### src/rtl/core/okt_pkg.sv
// shared types, constants and codes of the observed key table
package okt_pkg;

   localparam int ENTRIES = 64;
   localparam int IDX_W   = (ENTRIES > 1) ? $clog2(ENTRIES) : 1;
   localparam int CNT_W   = $clog2(ENTRIES + 1);
   localparam int CMP_W   = (CNT_W > 6) ? CNT_W : 6;

   localparam logic [32:0] HZ_MAX   = 33'd6000000000;
   localparam logic [15:0] NC_MAX   = 16'h0fff;
   localparam logic [15:0] GID_BAD  = 16'hffff;
   localparam logic [7:0]  SRC_BITS = 8'h07;
   localparam logic [31:0] HITS_MAX = 32'hffff_ffff;

   localparam logic [1:0] CMD_RECORD = 2'd0;
   localparam logic [1:0] CMD_CLEAR  = 2'd1;
   localparam logic [1:0] CMD_READ   = 2'd2;

   typedef struct packed {
      logic [1:0]  cmd;
      logic [32:0] carrier_hz;
      logic [15:0] network_code;
      logic [15:0] group_id;
      logic [7:0]  source_mask;
      logic [31:0] now_ms;
      logic [5:0]  read_index;
   } req_type;

   typedef struct packed {
      logic        accepted;
      logic [5:0]  row_number;
      logic        row_valid;
      logic [32:0] row_carrier_hz;
      logic [11:0] row_network_code;
      logic [15:0] row_group_id;
      logic [31:0] row_hits;
      logic [2:0]  row_sources;
      logic [31:0] row_last_seen;
      logic [6:0]  used_count;
      logic [31:0] generation_now;
   } rsp_type;

   typedef struct packed {
      logic [32:0] hz;
      logic [11:0] nc;
      logic [15:0] gid;
      logic [31:0] hits;
      logic [2:0]  srcs;
      logic [31:0] seen;
   } row_type;

   typedef enum logic [2:0] {
      ST_IDLE,
      ST_DECODE,
      ST_RDWAIT,
      ST_SCAN,
      ST_RESP
   } state_type;

   typedef enum logic [2:0] {
      OP_NONE,
      OP_CLEAR,
      OP_REFUSE,
      OP_READ_ISSUE,
      OP_READ_DONE,
      OP_SCAN_START,
      OP_SCAN_STEP,
      OP_UPDATE
   } op_type;

   typedef enum logic [1:0] {
      KIND_RECORD,
      KIND_CLEAR,
      KIND_READ,
      KIND_REFUSE
   } kind_type;

   typedef struct packed {
      logic   latch_req;
      op_type op;
      logic   load_rsp;
   } ctrl_cmd_type;

   typedef struct packed {
      kind_type kind;
      logic     scan_done;
      logic     rsp_free;
   } ctrl_sts_type;

endpackage

### src/rtl/core/okt_ctrl.sv
// controller state machine of the observed key table
module okt_ctrl (
   input  logic                  clock,
   input  logic                  reset,
   input  logic                  req_valid,
   output logic                  req_stall,
   input  okt_pkg::ctrl_sts_type sts,
   output okt_pkg::ctrl_cmd_type cmd
);
   import okt_pkg::*;

   state_type state_ff;
   state_type state_in;

   always_ff @(posedge clock) begin
      if (reset) begin
         state_ff <= ST_IDLE;
      end else begin
         state_ff <= state_in;
      end
   end

   always_comb begin
      state_in      = state_ff;
      cmd.latch_req = 1'b0;
      cmd.op        = OP_NONE;
      cmd.load_rsp  = 1'b0;
      req_stall     = 1'b1;
      case (state_ff)
         ST_IDLE: begin
            req_stall = 1'b0;
            if (req_valid) begin
               cmd.latch_req = 1'b1;
               state_in      = ST_DECODE;
            end
         end
         ST_DECODE: begin
            case (sts.kind)
               KIND_CLEAR: begin
                  cmd.op   = OP_CLEAR;
                  state_in = ST_RESP;
               end
               KIND_READ: begin
                  cmd.op   = OP_READ_ISSUE;
                  state_in = ST_RDWAIT;
               end
               KIND_RECORD: begin
                  cmd.op   = OP_SCAN_START;
                  state_in = ST_SCAN;
               end
               default: begin
                  cmd.op   = OP_REFUSE;
                  state_in = ST_RESP;
               end
            endcase
         end
         ST_RDWAIT: begin
            cmd.op   = OP_READ_DONE;
            state_in = ST_RESP;
         end
         ST_SCAN: begin
            if (sts.scan_done) begin
               cmd.op   = OP_UPDATE;
               state_in = ST_RESP;
            end else begin
               cmd.op = OP_SCAN_STEP;
            end
         end
         ST_RESP: begin
            if (sts.rsp_free) begin
               cmd.load_rsp = 1'b1;
               state_in     = ST_IDLE;
            end
         end
         default: begin
            state_in = ST_IDLE;
         end
      endcase
   end

endmodule

### config.mk
export PLATFORM = sky130hd
export DESIGN_NAME = okt_ctrl
export DESIGN_NICKNAME = d
export VERILOG_FILES = /design/src/rtl/core/okt_pkg.sv /design/src/rtl/core/okt_ctrl.sv
export SDC_FILE = /design/constraint.sdc
export NUM_CORES = 1
export LEC_CHECK = 0
export BUFFER_PORTS_ARGS = -buffer_cell sky130_fd_sc_hd__buf_4
export CORE_AREA = 2 2 39 41
export DETAILED_ROUTE_END_ITERATION = 8
export DIE_AREA = 0 0 41 43
export PLACE_DENSITY_LB_ADDON = 0.15
export SYNTH_ARGS = -nofsm -noshare
export SYNTH_HDL_FRONTEND = slang
export SYNTH_SLANG_ARGS = --single-unit
### constraint.sdc
create_clock -name clock -period 1.6 [get_ports clock]
set_input_delay 0.32 -clock clock [delete_from_list [all_inputs] [get_ports clock]]
set_output_delay 0.32 -clock clock [all_outputs]
set_load 0.1 [all_outputs]
After elaboration in Yosys (flattened, before gate mapping)
Cells that the tools add are included.
{"block": "word_totals", "out_inout_bits": 6, "inputBits": 7, "wordCells": 26, "regBits": 3}
{"block": "op_classes", "muxes": 13, "reduce_logical": 3, "n_eq_ne": 9}
{"operator": "3-bit one-hot mux with 3 select lines", "n": 2}
{"operator": "3-bit one-hot mux with 5 select lines", "n": 1}
{"operator": "3-bit 2-to-1 mux", "n": 3}
{"operator": "3-bit by 2-bit equality test with 1-bit output (second input constant)", "n": 2}
{"operator": "1-bit 2-to-1 mux", "n": 6}
{"operator": "2-bit inequality test (second input constant)", "n": 3}
{"operator": "3-bit one-hot mux with 2 select lines", "n": 1}
{"operator": "3-bit by 1-bit equality test with 1-bit output (second input constant)", "n": 1}
{"operator": "3-bit equality test (second input constant)", "n": 1}
{"operator": "3-bit zero test", "n": 1}
{"operator": "3-bit AND reduction", "n": 1}
{"operator": "2-bit by 1-bit equality test with 1-bit output (second input constant)", "n": 1}
{"operator": "2-bit equality test (second input constant)", "n": 1}
{"operator": "2-bit zero test", "n": 1}

Longest topological paths before layout
{"block": "depth", "ltp_word": 3, "ltp_mapped": 4, "mapped_depth_nobuf": 3}

Worst setup path after synthesis
Ideal clock, no wire load.
{"block": "synth_path", "path_type": "register -> output", "start": "register state_ff[0]", "end": "output port cmd[1] (netlist bit)", "t_required_ns": 1.280, "slack_ns": -1.504, "path_buffers": 0, "arrival_time_ns": 2.784, "path_stages_with_launch": 3, "path_cell_list": "dfxtp_1 > nand2b_1 > a211oi_1"}
{"element": "start, declared", "line": "okt_ctrl.sv:12", "source": "state_type state_ff;"}
{"element": "start signal, assigned", "line": "okt_ctrl.sv:19", "source": "state_ff <= state_in;"}
{"element": "end, declared", "line": "okt_ctrl.sv:8", "source": "output okt_pkg::ctrl_cmd_type cmd"}

==> impl_metrics.ini <==
[synth]
synth_fp_nets = 35
synth_cells = 28
synth_commonest_cells = nor2_1, a21oi_1, dfxtp_1
synth_top_area_share_pct = 27.4
yosysTopAreaCell = dfxtp_1
async_flop_share_pct = 0
synth_cell_type_count = 17
synth_area_leaders = dfxtp_1, nor2_1, a21oi_1, a2111oi_2, nor2b_4
synth-edff-count = 0
synth_ff_type = dfxtp_1
synth_area_um2 = 219
synth_area_per_cell_um2 = 7.82
yosysMostFrequentCell = nor2_1
synth-seq-area-share_pct = 27.4
ys_ff_latch = 3
ys_warn_count = 0

[detailed_routing]
ant_nets = 0
viasPerCell = 4.15
wl_per_cell_um = 9.71
vias = 257
drtPass1Iterations = 4
drt-initial-drc-count = 5
drc = 0
wl_um = 602

[clocking]
cts_sinks = 3
clock_tree.buffer_depth = 2
clk_pin_slew_ns = 0.03
cts_tree = built
cts_hold_buffers = 0
clock_latency_ns = 0.23
cts_max_level = 1
root_buffer = clkbuf_4
numCtsBuffers = 3

[worst_setup_path]
critical-path-max-stage-delay_ns = 0.40
worstPathMaxFanout = 4
cp_cell_sequence = or3_4 > nor2_4 > buf_12
startpoint_type = flop
path_buf_inv = 1
crit_family = simple AND/OR/NAND/NOR gates
crit_required_ns = 1.28
path_class = flop to primary output
arrival_ns = 1.25
crit_path_end_kind = primary output
reg2reg_slack_ns = 0.48
crit_path_top_delay_cell = or3_4

[layout]
diodes = 0
seq_area_um2 = 65.1
top_regs = state_ff (3)
drive_gt1_share_pct = 65.2
largest_reg_flops = 3
syn_to_final_growth_pct = 107
utilization_pct = 32.7
multi_input_area_um2 = 184
regMostFlops = state_ff
fillers = 141
nets = 54

[global_routing]
grt_antenna_before_repair = 0
grt_start_max_net_pins = 8
grt_usage_pct = 8.22
grt_pass1_vias = 241
grt_pass1_wl_um = 959
grt_overflow_total = 0

[floorplan]
num_io_pins = 13
initial_core_util_pct = 15.8
core.rowCount = 14
die-width_um = 41
coreArea_um2 = 1380
fp.dieH_um = 43
die-area_um2 = 1760

[timing]
fin_crit_ns = 1.57
final_hold_viol_count = 0
fmax_mhz = 636
setup_viol = 0
min_period_over_period_pct = 98.2
worst_pin_slew_ns = 0.355
skew_ns = 0.000354
relSlewSlack_pct = 75.8
fin_ws_ns = 0.0285
drv_slew = 0
rsz0062_at_grt = yes

[pwr]
peakVddDrop_uv = 567
seqPwrFrac_pct = 18.9
swShare_pct = 44.8
p_per_area_nw_per_um2 = 1040
power.leakage_uw = 0.000179
pwr-share-clk_pct = 27.4
p_int_uw = 259
switchingPower_uw = 211
power_uw = 470
p_comb_share_pct = 53.7

[place]
pre_cts_ws_ns = 0.115
gp_congestion = 0.693
hpwl_um = 487
io_buffers = 12

[outcome]
status = finished, final reports clean

[flow_run]
drv_cap = 0

[min_path]
worstHoldPathType = primary input to flop
==> worst paths after layout <==
check | from | endpoint | depth (start not counted)
worst min register to register | state_ff[2] | state_ff[0] | 1
worst max register to register | state_ff[0] | state_ff[2] | 4
worst min-delay path | reset | state_ff[0] | 2
worst max-delay path | state_ff[2] | cmd[4] | 3
==> routing by layer <==
layer / GRT usage (%) / wire length [µm] / part of all wire (%)
met1: 10.9 / 279 / 46
met2: 10.3 / 295 / 49
met3: 7.85 / 27 / 4.5
met4: 0 / 0 / 0
met5: 0 / 0 / 0
==> per-stage QoR <==
step	hold slack (ns)	cells	setup TNS (ns)	instance area, µm²
after floorplan	0.399	28	-0.358	255
after global placement	0.508	57	0	369
after detailed placement	0.514	57	0	369
after CTS	0.299	61	-0.00545	432
after global routing	0.301	62	-0.0139	453
final	0.306	62	0	453
==> layout by cell type (no fill, tap or decap) <==
cell type and count:
nor2b_1 1, nor4_1 1, nand2b_2 1, inv_1 2
or3_4 1, a2111oi_2 1, dfxtp_2 1, nor2_2 2
a31o_1 1, nor3b_1 1, buf_12 3, nor2b_4 1
nor3_1 1, buf_4 12, dfxtp_4 1, and3_4 1
dfxtp_1 1, clkbuf_1 1, clkbuf_4 3, nor2_4 2
nor2_1 3, a21oi_1 3, a2111oi_0 1, a211oi_4 1
==> cell families (layout without fill, tap and decap cells) <==
kind of cell           Yosys count  after routing  synth area share, %
and+or+nand+nor                 15             15                 38.9
AOI/OAI and AO/OA                7              7                 25.1
buffers and inverters            3             21                 8.57
DFF                              3              3                 27.4
==> power groups by stage <==
stage / clock, µW / sequential [µW] / combinational (µW)
finish: 129 / 88.8 / 252
CTS: 136 / 91.8 / 245
floorplan: 0 / 91.3 / 174
global route: 144 / 89.6 / 263
detailed placement: 0 / 92.0 / 224
global placement: 0 / 92.3 / 223
==> timing repair <==
action,in CTS,in global routing
gates resized for setup,10,4
setup buffers,0,1
pin swaps,1,0
hold endpoints to repair,0,0
setup endpoints to repair,3,2
==> worst reg2reg max path, cell delays in order, from the launching register on <==
cell	delay, ns
dfxtp_1	0.37
buf_4	0.16
a21oi_1	0.07
a2111oi_2	0.32
a31o_1	0.13
==> cell type report <==
| type | instances | area share, % |
|---|---|---|
| inverter | 2 | 1.66 |
| timing repair buffer | 15 | 33.1 |
| sequential | 3 | 14.4 |
| clock buffer | 4 | 5.80 |
| tap | 16 | 4.42 |
| multi-input combinational | 22 | 40.6 |
(Power assumes the default switching activity.)
